--- src/rtl/core/chat_line_tokenizer_top_defines.svh ---
// ---------------------------------------------------------------------------
// chat_line_tokenizer_top_defines
// Assertion macros used by the chat line tokenizer top module.
// ---------------------------------------------------------------------------
`ifndef CHAT_LINE_TOKENIZER_TOP_DEFINES_SVH
`define CHAT_LINE_TOKENIZER_TOP_DEFINES_SVH

// same-cycle implication, disabled during reset
`define CLT_ASSERT_NOW(label, clk, rst_n, ante, cons) \
  label: assert property (@(posedge clk) disable iff (!rst_n) (ante) |-> (cons)) \
    else $error("clt assertion failed");

// next-cycle implication, disabled during reset
`define CLT_ASSERT_NEXT(label, clk, rst_n, ante, cons) \
  label: assert property (@(posedge clk) disable iff (!rst_n) (ante) |=> (cons)) \
    else $error("clt assertion failed");

`endif

--- src/rtl/core/clt_pkg.sv ---
// ---------------------------------------------------------------------------
// clt_pkg
// Types and constants of the chat line tokenizer.
// ---------------------------------------------------------------------------
`default_nettype none

package clt_pkg;

  typedef enum logic [2:0] {
    PH_START  = 3'd0,
    PH_LEAD   = 3'd1,
    PH_PREFIX = 3'd2,
    PH_GAPCMD = 3'd3,
    PH_CMD    = 3'd4,
    PH_GAPPAR = 3'd5,
    PH_MIDDLE = 3'd6,
    PH_TRAIL  = 3'd7
  } phase_t;

  localparam logic [2:0] KIND_SEP    = 3'd0;
  localparam logic [2:0] KIND_PREFIX = 3'd1;
  localparam logic [2:0] KIND_CMD    = 3'd2;
  localparam logic [2:0] KIND_MIDDLE = 3'd3;
  localparam logic [2:0] KIND_TRAIL  = 3'd4;

  localparam logic [7:0] SPACE_CH = 8'h20;
  localparam logic [7:0] COLON_CH = 8'h3A;

  localparam logic [2:0] CMD_LEN_MAX    = 3'd4;
  localparam logic [2:0] CMD_LEN_DIGITS = 3'd3;

  typedef struct packed {
    phase_t     phase;
    logic [3:0] params_seen;
    logic [2:0] cmd_len;
    logic       only_letters;
    logic       only_digits;
    logic       line_failed;
  } clt_state_t;

  typedef struct packed {
    logic [2:0] kind;
    logic [3:0] pnum;
    logic       begins;
    logic       valid;
  } clt_tag_t;

  localparam clt_state_t STATE_RESET = '{
    phase:        PH_START,
    params_seen:  4'd0,
    cmd_len:      3'd0,
    only_letters: 1'b1,
    only_digits:  1'b1,
    line_failed:  1'b0
  };

endpackage

`default_nettype wire

--- src/rtl/core/clt_step.sv ---
// ---------------------------------------------------------------------------
// clt_step
// Per-byte tagging and next-state logic of the line tokenizer.
// ---------------------------------------------------------------------------
`default_nettype none

module clt_step import clt_pkg::*; #(
  parameter int MAX_PARAMS = 15
) (
  input  wire logic [7:0] line_byte,
  input  wire logic       last,
  input  wire clt_state_t state_cur,
  output clt_state_t      state_nxt,
  output clt_tag_t        tag
);

  logic       sp;
  logic       colon;
  logic       alpha;
  logic       digit;
  logic       room;
  logic       fail;
  logic       cmd_ok_cur;
  logic       cmd_ok_nxt;
  clt_state_t s;
  logic [2:0] len_inc;

  assign sp    = (line_byte == SPACE_CH);
  assign colon = (line_byte == COLON_CH);
  assign alpha = ((line_byte >= 8'h41) && (line_byte <= 8'h5A)) ||
                 ((line_byte >= 8'h61) && (line_byte <= 8'h7A));
  assign digit = (line_byte >= 8'h30) && (line_byte <= 8'h39);
  assign room  = (state_cur.params_seen < 4'(MAX_PARAMS));
  assign len_inc = (state_cur.cmd_len < CMD_LEN_MAX) ? state_cur.cmd_len + 3'd1
                                                     : state_cur.cmd_len;
  assign cmd_ok_cur = state_cur.only_letters ||
                      (state_cur.only_digits && (state_cur.cmd_len == CMD_LEN_DIGITS));

  always_comb begin
    s          = state_cur;
    tag.kind   = KIND_SEP;
    tag.pnum   = 4'd0;
    tag.begins = 1'b0;
    tag.valid  = 1'b0;
    unique case (state_cur.phase)
      PH_START: begin
        if (colon) begin
          tag.kind   = KIND_PREFIX;
          tag.begins = 1'b1;
          s.cmd_len  = 3'd0;
          s.phase    = PH_PREFIX;
        end else if (sp) begin
          s.phase = PH_LEAD;
        end else begin
          tag.kind       = KIND_CMD;
          tag.begins     = 1'b1;
          s.cmd_len      = 3'd1;
          s.only_letters = alpha;
          s.only_digits  = digit;
          s.phase        = PH_CMD;
        end
      end
      PH_LEAD, PH_GAPCMD: begin
        if (!sp) begin
          tag.kind       = KIND_CMD;
          tag.begins     = 1'b1;
          s.cmd_len      = 3'd1;
          s.only_letters = alpha;
          s.only_digits  = digit;
          s.phase        = PH_CMD;
        end
      end
      PH_PREFIX: begin
        if (sp) begin
          if (state_cur.cmd_len == 3'd0) begin
            s.line_failed = 1'b1;
          end
          s.cmd_len = 3'd0;
          s.phase   = PH_GAPCMD;
        end else begin
          tag.kind  = KIND_PREFIX;
          s.cmd_len = len_inc;
        end
      end
      PH_CMD: begin
        if (sp) begin
          if (!cmd_ok_cur) begin
            s.line_failed = 1'b1;
          end
          s.phase = PH_GAPPAR;
        end else begin
          tag.kind       = KIND_CMD;
          s.cmd_len      = len_inc;
          s.only_letters = state_cur.only_letters & alpha;
          s.only_digits  = state_cur.only_digits & digit;
        end
      end
      PH_GAPPAR: begin
        if (!sp && room) begin
          tag.pnum   = state_cur.params_seen;
          tag.begins = 1'b1;
          if (colon) begin
            tag.kind = KIND_TRAIL;
            s.phase  = PH_TRAIL;
          end else begin
            tag.kind = KIND_MIDDLE;
            s.phase  = PH_MIDDLE;
          end
        end
      end
      PH_MIDDLE: begin
        if (sp) begin
          s.params_seen = state_cur.params_seen + 4'd1;
          s.phase       = PH_GAPPAR;
        end else begin
          tag.kind = KIND_MIDDLE;
          tag.pnum = state_cur.params_seen;
        end
      end
      PH_TRAIL: begin
        tag.kind = KIND_TRAIL;
        tag.pnum = state_cur.params_seen;
      end
      default: begin
        s = state_cur;
      end
    endcase

    cmd_ok_nxt = s.only_letters || (s.only_digits && (s.cmd_len == CMD_LEN_DIGITS));
    fail = s.line_failed ||
           ((s.phase == PH_PREFIX) && (s.cmd_len == 3'd0)) ||
           (s.phase == PH_LEAD) ||
           ((s.phase == PH_CMD) && !cmd_ok_nxt);
    if (last) begin
      tag.valid = !fail;
      state_nxt = STATE_RESET;
    end else begin
      state_nxt = s;
    end
  end

endmodule

`default_nettype wire

--- src/rtl/core/chat_line_tokenizer_top.sv ---
// ---------------------------------------------------------------------------
// chat_line_tokenizer_top
// Streaming tokenizer for one chat-protocol line, one byte per transfer.
// The result is registered (one result register) and is valid in the cycle after the input transfer.
// Throughput: 1 byte per cycle while out_tready keeps the result register draining.
// in_tready stays high while the result register is empty or being drained.
// Reset: synchronous, active low; clears the line state and the result valid.
// ---------------------------------------------------------------------------
`default_nettype none
`include "chat_line_tokenizer_top_defines.svh"

module chat_line_tokenizer_top import clt_pkg::*; #(
  parameter int MAX_PARAMS = 15
) (
  input  wire logic        clk,
  input  wire logic        rst_n,
  input  wire logic        in_tvalid,
  output logic             in_tready,
  input  wire logic [7:0]  in_tdata,  // [7:0] line_byte
  input  wire logic        in_tlast,  // end_of_line
  output logic             out_tvalid,
  input  wire logic        out_tready,
  output logic [15:0]      out_tdata, // [7:0] out_byte, [11:8] param_number,
                                      // [12] token_begins, [13] line_valid, [15:14] 0
  output logic [2:0]       out_tuser, // [2:0] token_kind
  output logic             out_tlast  // line_done
);

  clt_state_t  state_r;
  clt_state_t  state_nxt;
  clt_tag_t    tag;
  logic        in_xfer;
  logic        out_valid_r;
  logic        out_valid_nxt;
  logic [7:0]  byte_r;
  clt_tag_t    tag_r;
  logic        last_r;

  clt_step #(.MAX_PARAMS(MAX_PARAMS)) u_step (
    .line_byte (in_tdata),
    .last      (in_tlast),
    .state_cur (state_r),
    .state_nxt (state_nxt),
    .tag       (tag)
  );

  assign in_tready = !out_valid_r || out_tready;
  assign in_xfer   = in_tvalid && in_tready;

  always_comb begin
    if (in_xfer) begin
      out_valid_nxt = 1'b1;
    end else if (out_tready) begin
      out_valid_nxt = 1'b0;
    end else begin
      out_valid_nxt = out_valid_r;
    end
  end

  always_ff @(posedge clk) begin
    if (!rst_n) begin
      state_r     <= STATE_RESET;
      out_valid_r <= 1'b0;
    end else begin
      out_valid_r <= out_valid_nxt;
      if (in_xfer) begin
        state_r <= state_nxt;
      end
    end
  end

  always_ff @(posedge clk) begin
    if (in_xfer) begin
      byte_r <= in_tdata;
      tag_r  <= tag;
      last_r <= in_tlast;
    end
  end

  assign out_tvalid = out_valid_r;
  assign out_tdata  = {2'b00, tag_r.valid, tag_r.begins, tag_r.pnum, byte_r};
  assign out_tuser  = tag_r.kind;
  assign out_tlast  = last_r;

  `CLT_ASSERT_NEXT(a_reset_after_last, clk, rst_n, in_xfer && in_tlast,
    state_r == STATE_RESET)
  `CLT_ASSERT_NOW(a_valid_only_on_last, clk, rst_n, out_tvalid && !out_tlast,
    !out_tdata[13])
  `CLT_ASSERT_NOW(a_pnum_only_params, clk, rst_n,
    out_tvalid && (out_tuser != KIND_MIDDLE) && (out_tuser != KIND_TRAIL),
    out_tdata[11:8] == 4'd0)
  `CLT_ASSERT_NOW(a_params_bounded, clk, rst_n, 1'b1,
    state_r.params_seen <= 4'(MAX_PARAMS))

endmodule

`default_nettype wire
--- config.mk ---
export PLATFORM = sky130hd
export DESIGN_NAME = chat_line_tokenizer_top
export DESIGN_NICKNAME = d
export VERILOG_FILES = /design/src/rtl/core/clt_pkg.sv /design/src/rtl/core/clt_step.sv /design/src/rtl/core/chat_line_tokenizer_top.sv
export VERILOG_INCLUDE_DIRS = /design/src /design/src/rtl/core
export SDC_FILE = /design/constraint.sdc
export NUM_CORES = 1
export LEC_CHECK = 0
export BUFFER_PORTS_ARGS = -buffer_cell sky130_fd_sc_hd__buf_2
export CORE_MARGIN = 2
export CORE_UTILIZATION = 30
export CTS_CLUSTER_SIZE = 8
export DETAILED_ROUTE_END_ITERATION = 6
export PLACE_DENSITY_LB_ADDON = 0.3
export REMOVE_ABC_BUFFERS = 1
export SYNTH_ARGS = -nofsm -noshare
export SYNTH_HDL_FRONTEND = slang
export SYNTH_HIERARCHICAL = 1
export SYNTH_SLANG_ARGS = --single-unit
--- constraint.sdc ---
create_clock -name clk -period 2.3 [get_ports clk]
set_clock_uncertainty 0.15 [all_clocks]
set_input_delay 0 -clock clk [delete_from_list [all_inputs] [get_ports clk]]
set_output_delay 0 -clock clk [all_outputs]
set_load 0.005 [all_outputs]
==> impl_metrics.tcl, run 1 <==
set metrics [dict create \
    yosys.cell_count.top_type "nand2_1" \
    clock_sinks 32 \
    synth-simple-area-share_pct 22.4 \
    drive_gt1_share_pct 23.2 \
    yosys.area.top_type "edfxtp_1" \
    synth-edff-count 18 \
    p_per_area_nw_per_um2 502 \
    clock_path_buffers 2 \
    synth-xor-area-share_pct 1.74 \
    report.final.setup_viol 0 \
    die_h_um 85.8 \
    avgRoutedWirePerCell_um 13.7 \
    core_area_um2 6420 \
    ys.flop_type "edfxtp_1" \
    ios 35 \
    drtIter0Drc 110 \
    first_pass_iters 6 \
    async_flop_share_pct 0 \
    cp-start-kind "primary input" \
    synth_top_area_share_pct 26.9 \
    rows 29 \
    die_area_um2 7370 \
    root_buffer "clkbuf_8" \
    drtAntennaViolNets 0 \
    min_period_ns 2.20 \
    h-tree-depth 2 \
    rsz0062_at_grt "false" \
    holdPathStages 5 \
    drc 4 \
    worst-path-buf-inv 2 \
    max-cap-violations 0 \
    synth_area_um2 2010 \
    path_delay_family "simple AND/OR/NAND/NOR gates" \
    layout.nets 292 \
    violations "DRC" \
    cp.depth 9 \
    min_path_type "in2reg" \
    finalCritPeriodShare_pct 95.6 \
    cp_slowest_stage_delay_ns 0.52 \
    crit_type "in2reg" \
    synthTopCellsByCount "nand2_1 (32), edfxtp_1 (18), nor2_1 (18)" \
    leakagePower_nw 1.01 \
    grt_max_degree 32 \
    fmax_mhz 455 \
    grt_overflow 0 \
    hold_viol_final 0 \
    cts_setup_buffers 0 \
    r2r_cells 8 \
    synth_top_family_by_area "simple AND/OR/NAND/NOR gates" \
    grt_first_pass_wirelength_mm 8.20 \
    finalPower_mw 1.25 \
    gp_routability_congestion 0.916 \
    grt_pass1_vias 1717 \
    die_w_um 85.8 \
    synth_fa_ha_area_share_pct 2.49 \
    grt.total_usage_pct 13.7 \
    cp-end-kind "register" \
    clkTransAtPathRegs_ns 0.07 \
    ys_ff_latch 32 \
    antenna_found_initial 0 \
    crit_arrival_ns 2.18 \
    cts_buffers 5 \
    wl_mm 4.83 \
    synth_mux_area_share_pct 6.48 \
    viasPerCell 5.07 \
    syn2layout_area_growth_pct 24.1 \
    outcome "complete, but fails checks" \
    antenna_cells 0 \
    maxSlewViolCount 0 \
    yosys.cell_types.count 60 \
    dpl.hpwl_mm 3.38 \
    start_util_pct 31.3 \
    ys_warn_count 6 \
    critPathRequiredTime_ns 2.29 \
    fin_tns_setup_ns 0 \
    cp_slowest_cell "dlygate4sd3_1" \
    nFillCells 673 \
    cts_tree "built" \
    synth_area_leaders "edfxtp_1 (27%), dfxtp_1 (14%), mux2i_1 (6.5%), nand2_1 (6.0%), a21oi_1 (3.5%)" \
    synth_compound_area_share_pct 18.2 \
    path_cells "dlygate4sd3_1, buf_2, nand2_1, or4_1, a211o_1, o311ai_1, nand4_1, a21oi_1, a2bb2oi_1" \
    yosysSeqAreaShare_pct 40.8 \
    vias 1791 \
    numPortBuffers 32 \
    peakVddDrop_mv 0.234 \
    dp_cells 332 \
    insertion_delay_ns 0.28 \
    stdcell_count 353 \
    syn_inst 225 \
    crit_fanout 9 \
    syn_avg_cell_area_um2 8.93 \
]
-- cells by family after synthesis --
family          after synthesis
fa+ha+maj                     4
simple gates                 87
compound gates               54
flops                        32
other cells                   1
xor+xnor                      4
buf+inv                      30
mux                          13
-- path summary, 6_finish.rpt --
kind	start	endpoint	slack (ns)
worst min register to register	state_r[0]$_SDFFE_PN0P_	state_r[0]$_SDFFE_PN0P_	0.33
worst max-delay path	in_tdata[4]	out_tdata[13]$_DFFE_PP_	0.10
worst min-delay path	in_tdata[3]	out_tuser[2]$_DFFE_PP_	0.26
worst max register to register	state_r[3]$_SDFFE_PN0P_	out_tdata[13]$_DFFE_PP_	0.20
-- registers in the layout, indices dropped and copies added, names as in the netlist --
name / count
state_r: 13
byte_r: 8
out_tdata: 6
out_tuser: 3
out_tlast: 1
out_tvalid: 1
-- through the flow --
stage	utilization [%]	setup slack [ns]	area [um2]	hold slack (ns)
floorplan	-	0.185	1910	-0.0611
global placement	35.3	0.128	2270	0.0665
detailed placement	35.3	0.0647	2270	0.0674
CTS	38.8	0.138	2490	0.240
global route	38.8	0.0198	2490	0.301
finish	38.8	0.102	2490	0.260
-- layout by cell type (no fill, tap or decap), types with 3 or more instances in the layout --
cell type       n
a22oi_1         3
ha_1            4
nand4_1         5
o21ai_0         9
and2_1          3
nand3_1         6
xor2_1          3
o211ai_1        4
dfxtp_1        13
clkbuf_8        6
buf_4          14
nor2b_1         3
inv_1          11
a21oi_1        14
mux2i_1        13
edfxtp_1       18
nand2_1        32
buf_2          32
dlygate4sd3_1  13
nor2_1         18
-- area by class of cell --
cell class,instances,area (um2),area share [%]
well taps,77,96.3,3.86
inverters,13,48.8,1.96
clock inverters,2,10.0,0.401
flip-flops and latches,32,822,33.0
clock buffers,6,82.6,3.31
repair buffers,59,395,15.9
multi-input cells,164,1040,41.6
-- worst min-delay path, cell delays in order --
cell and delay [ns]:
buf_2 0.13, nand2_1 0.10, nor3_1 0.08, a31oi_1 0.17
nor2_1 0.05
-- power breakdown --
group | total [mW] | switching (mW) | internal (mW)
clock network | 0.446 | 0.208 | 0.238
logic | 0.163 | 0.0890 | 0.0739
registers | 0.642 | 0.0128 | 0.629
-- layer usage --
metal	up-vias	GRT usage, %	wire length [um]
li1	906	-	-
met1	824	17.7	2210
met2	51	22.9	2310
met3	10	2.02	215
met4	0	5.48	91
met5	-	0	0
-- what timing repair did --
action | in CTS | in global routing
endpoints found under the setup margin | 0 | 1
hold endpoints to repair | 12 | 0
hold buffers | 13 | 0
gates resized for setup | 0 | 1
(Power assumes the default switching activity.)
==> inputs of run 2 (changes only) <==
- CTS_BUF_LIST: default -> sky130_fd_sc_hd__clkbuf_2
- PLACE_DENSITY_LB_ADDON: 0.3 -> 0.12
==> run 2 against run 1 <==
Non-clock buffer count rose by 6; register-to-register slack worse by 0.07 ns; die area stayed put; routed wire length increased by 11%; setup slack worse by 0.12 ns; the flow finishes with violations (DRC, setup timing); sequential share of layout area is 0.44 points lower; global-route usage grew 1.2 points; critical path depth increased by 2; utilization rose by 0.47 points.
==> impl_metrics.tcl, run 2 (synthesis results as in run 1) <==
set metrics [dict create \
    rsz0062_at_grt "true" \
    peakVddDrop_mv 0.114 \
    hp-start "in_tdata[1]" \
    clkTransAtPathRegs_ns 0.19 \
    min_period_ns 2.32 \
    critPathLaunch "in_tdata[3]" \
    hold_viol_final 0 \
    outcome "complete, but fails checks" \
    viasPerCell 5.09 \
    fin_tns_setup_ns -0.0201 \
    cp-start-kind "primary input" \
    cp-endpoint "out_tdata[13]$_DFFE_PP_" \
    min_path_type "in2reg" \
    critPathRequiredTime_ns 2.32 \
    grt_max_degree 32 \
    report.final.setup_viol 1 \
    core_area_um2 6420 \
    ios 35 \
    syn2layout_area_growth_pct 25.6 \
    stdcell_count 359 \
    grt_pass1_vias 1695 \
    root_buffer "clkbuf_2" \
    numPortBuffers 32 \
    crit_type "in2reg" \
    layout.nets 298 \
    cts_buffers 5 \
    vias 1827 \
    antenna_cells 0 \
    avgRoutedWirePerCell_um 14.9 \
    worstReg2RegEnd "out_tdata[13]$_DFFE_PP_" \
    drtIter0Drc 143 \
    violations "DRC, setup timing" \
    max-cap-violations 0 \
    gp_routability_congestion 0.854 \
    cp_slowest_cell "or4_4" \
    grt.total_usage_pct 14.9 \
    clock_path_buffers 2 \
    die_w_um 85.8 \
    fin_ws_ns -0.0201 \
    h-tree-depth 2 \
    cts_setup_buffers 0 \
    leakagePower_nw 1.04 \
    maxSlewViolCount 0 \
    grt_first_pass_wirelength_mm 8.67 \
    finalCritPeriodShare_pct 101 \
    crit_fanout 6 \
    antenna_found_initial 0 \
    cts_tree "built" \
    first_pass_iters 7 \
    most-common-layout-cells "nand2_1 (32), buf_2 (32), buf_4 (20), edfxtp_1 (18), nor2_1 (18)" \
    die_h_um 85.8 \
    clock_sinks 32 \
    path_cells "dlygate4sd3_1, buf_2, or4_4, nor3_4, inv_2, o211ai_1, buf_4, a21oi_1, o21ai_1, a41oi_1, a2bb2oi_1" \
    grt_overflow 0 \
    cp_slowest_stage_delay_ns 0.54 \
    insertion_delay_ns 0.38 \
    r2r_cells 6 \
    p_per_area_nw_per_um2 433 \
    dpl.hpwl_mm 3.71 \
    finalPower_mw 1.09 \
    largest_reg_flops 13 \
    wl_mm 5.37 \
    fmax_mhz 431 \
    crit_arrival_ns 2.34 \
    r2r_slack_ns 0.13 \
    dp_cells 338 \
    die_area_um2 7370 \
    drtAntennaViolNets 0 \
    r2r_start "state_r[10]$_SDFFE_PN0P_" \
    drc 4 \
    cp-end-kind "register" \
    top_register "state_r" \
    drive_gt1_share_pct 26.2 \
    start_util_pct 31.3 \
    rows 29 \
]
## run 2: cell count changes in the layout (fill, tap and decap cells not counted), sizes merged
cell	previous run	this run
buf	46	52
clkinv	3	4
clkbuf	6	5
## run 2: layout make-up
type                    instances  area [um2]
clock buffers                   5        25.0
clock inverters                 3        13.8
fillers                       656        3900
inverters                      13        48.8
multi-input cells             164        1080
flip-flops and latches         32         821
well taps                      77        96.3
repair buffers                 65         440
## run 2: worst min path at each step
stage | endpoint | slack [ns] | depth (start not counted)
after floorplan | state_r[1]$_SDFFE_PN1P_ | -0.06 | 1
after global placement | byte_r[5]$_DFFE_PP_ | 0.06 | 1
after detailed placement | byte_r[5]$_DFFE_PP_ | 0.06 | 1
after CTS | out_tdata[12]$_DFFE_PP_ | 0.13 | 5
after global routing | out_tdata[12]$_DFFE_PP_ | 0.12 | 5
final | out_tdata[12]$_DFFE_PP_ | 0.15 | 5
## run 2: report_power, final
group	switching [mW]	internal (mW)
combinational	0.0967	0.0794
sequential	0.0107	0.629
clock	0.208	0.0682
total	0.315	0.777
## run 2: critical path, delay by kind of cell
family | cells | cell delay, ns
AO/OA/AOI/OAI | 5 | 0.72
buffers and inverters | 4 | 0.92
AND/OR/NAND/NOR | 2 | 0.71
## run 2: stage by stage
stage / setup WS [ns] / hold WS [ns] / util [%] / instance area [um2]
floorplan: 0.185 / -0.0611 / - / 1910
detailed placement: 0.100 / 0.0609 / 36.0 / 2310
CTS: 0.00446 / 0.129 / 38.7 / 2480
global route: -0.0288 / 0.115 / 39.3 / 2520
global placement: 0.102 / 0.0644 / 36.0 / 2310
finish: -0.0201 / 0.151 / 39.3 / 2520
## run 2: timing repair
item                       in CTS  in global routing
setup endpoints to repair       0                  3
hold endpoints to repair       23                  0
resized for setup               0                  7
hold buffers                   13                  0
## run 2: routing by layer
| layer | GRT usage, % | vias to the layer above | wire length (um) |
|---|---|---|---|
| li1 | - | 916 | - |
| met4 | 4.04 | 0 | 55 |
| met3 | 2.98 | 5 | 335 |
| met2 | 22.6 | 55 | 2420 |
| met5 | 0 | - | 0 |
| met1 | 21.6 | 851 | 2560 |
==> inputs of run 3 (changes only) <==
- CORE_UTILIZATION: 30 -> 51
==> run 3 against run 2 <==
The run now ends clean; final cell count down 9.5%; fmax up 5.2%; setup slack better by 0.11 ns; routed wire length down 8.9%; total power up 9.1%; clock-buffer cell count unchanged; design area down 0.79%.
==> impl_metrics.tcl, run 3 (synthesis results as in run 1) <==
set metrics [dict create \
    grt_max_degree 32 \
    grt.total_usage_pct 23.6 \
    finalCritPeriodShare_pct 95.9 \
    rows 22 \
    first_pass_iters 5 \
    layout.nets 293 \
    final_common_cell "nand2_1" \
    cp-end-kind "register" \
    outcome "completed" \
    grt_pass1_vias 1692 \
    r2r_cells 7 \
    dpl.hpwl_mm 3.14 \
    placed_area_um2 2230 \
    peakVddDrop_mv 0.330 \
    clkTransAtPathRegs_ns 0.19 \
    worstReg2RegEnd "out_tdata[13]$_DFFE_PP_" \
    min_path_type "in2reg" \
    most-common-layout-cells "nand2_1 (32), buf_2 (31), edfxtp_1 (18), nor2_1 (18), buf_4 (15)" \
    antenna_cells 0 \
    drtIter0Drc 277 \
    clock_path_buffers 2 \
    ios 35 \
    top_register "state_r" \
    viasPerCell 5.77 \
    p_per_area_nw_per_um2 476 \
    max-cap-violations 0 \
    antenna_found_initial 0 \
    gp_routability_congestion 0.896 \
    avgRoutedWirePerCell_um 15.0 \
    fin_ws_ns 0.0947 \
    clock_sinks 32 \
    crit_fanout 7 \
    wl_mm 4.89 \
    crit_type "in2reg" \
    syn2layout_area_growth_pct 24.6 \
    crit_arrival_ns 2.25 \
    hold_viol_final 0 \
    vias 1876 \
    rsz0062_at_grt "false" \
    min_period_ns 2.21 \
    cp-start-kind "primary input" \
    stdcell_count 325 \
    die_area_um2 4460 \
    holdPathStages 5 \
    h-tree-depth 2 \
    insertion_delay_ns 0.40 \
    r2r_slack_ns 0.14 \
    hp-start "in_tdata[1]" \
    largest_reg_flops 13 \
    critPathRequiredTime_ns 2.34 \
    start_util_pct 54.1 \
    leakagePower_nw 1.02 \
    postLayoutCellArea_um2 2500 \
    pre_cts_ws_ns 0.110 \
    r2r_start "state_r[11]$_SDFFE_PN0P_" \
    grt_first_pass_wirelength_mm 7.92 \
    maxSlewViolCount 0 \
    cts_tree "built" \
    fmax_mhz 453 \
    numPortBuffers 32 \
    cts_buffers 5 \
    drive_gt1_share_pct 26.0 \
    min_to "out_tdata[12]$_DFFE_PP_" \
    die_w_um 66.8 \
    report.final.setup_viol 0 \
    drc 0 \
    die_h_um 66.8 \
    drtAntennaViolNets 0 \
    fin_tns_setup_ns 0 \
    root_buffer "clkbuf_2" \
    core_area_um2 3720 \
    dp_cells 303 \
    grt_overflow 0 \
]
run 3: worst max-delay path: stages:
cell and delay, ns:
dlygate4sd3_1 0.53, buf_2 0.14, or3b_4 0.47, o311ai_4 0.30, mux2i_1 0.26, nand3_1 0.10
o21ai_1 0.13, a41oi_2 0.15, a2bb2oi_2 0.17
run 3: layout make-up:
class | instances | area (um2)
fill | 310 | 1210
multi-input combinational | 164 | 1100
sequential | 32 | 821
timing repair buffer | 60 | 409
tap | 48 | 60.1
inverter | 13 | 48.8
clock inverter | 3 | 37.5
clock buffer | 5 | 25.0
run 3: power breakdown:
| group | internal (mW) | leakage [nW] | switching, mW |
|---|---|---|---|
| Clock | 0.177 | 0.0380 | 0.204 |
| Combinational | 0.0750 | 0.700 | 0.0933 |
| Sequential | 0.629 | 0.287 | 0.0123 |
run 3: per-stage QoR:
stage / hold slack, ns / power [mW] / util, %
floorplan: -0.0611 / 0.723 / -
global placement: 0.0585 / 0.795 / 60.1
detailed placement: 0.0617 / 0.796 / 60.1
CTS: 0.144 / 1.18 / 65.3
global route: 0.181 / 1.23 / 67.4
finish: 0.151 / 1.19 / 67.4
run 3: how the worst max path moves through the flow:
stage	startpoint	endpoint	slack [ns]	cells past startpoint
6_report	in_tdata[7]	out_tdata[13]$_DFFE_PP_	0.09	9
2_1_floorplan	state_r[12]$_SDFFE_PN0P_	out_tdata[13]$_DFFE_PP_	0.19	7
4_1_cts	in_tdata[3]	out_tdata[13]$_DFFE_PP_	0.01	10
3_5_place_dp	in_tdata[1]	out_tdata[13]$_DFFE_PP_	0.11	8
5_1_grt	in_tdata[7]	out_tdata[13]$_DFFE_PP_	0.007	10
3_3_place_gp	in_tdata[1]	out_tdata[13]$_DFFE_PP_	0.12	9
run 3: what timing repair did:
action / CTS / global route
gates resized for setup: 0 / 14
hold buffers: 13 / 0
buffers inserted: 0 / 2
endpoints found under the setup margin: 0 / 9
endpoints found under the hold margin: 23 / 0
run 3: per-layer routing:
layer | GRT usage [%] | vias up | share of wire (%) | wire length (um)
met5 | 0 | - | 0 | 0
met2 | 36.9 | 100 | 44 | 2140
met1 | 32.4 | 854 | 46 | 2260
met3 | 5.24 | 11 | 8.1 | 398
met4 | 7.14 | 0 | 1.8 | 89
li1 | - | 911 | - | -
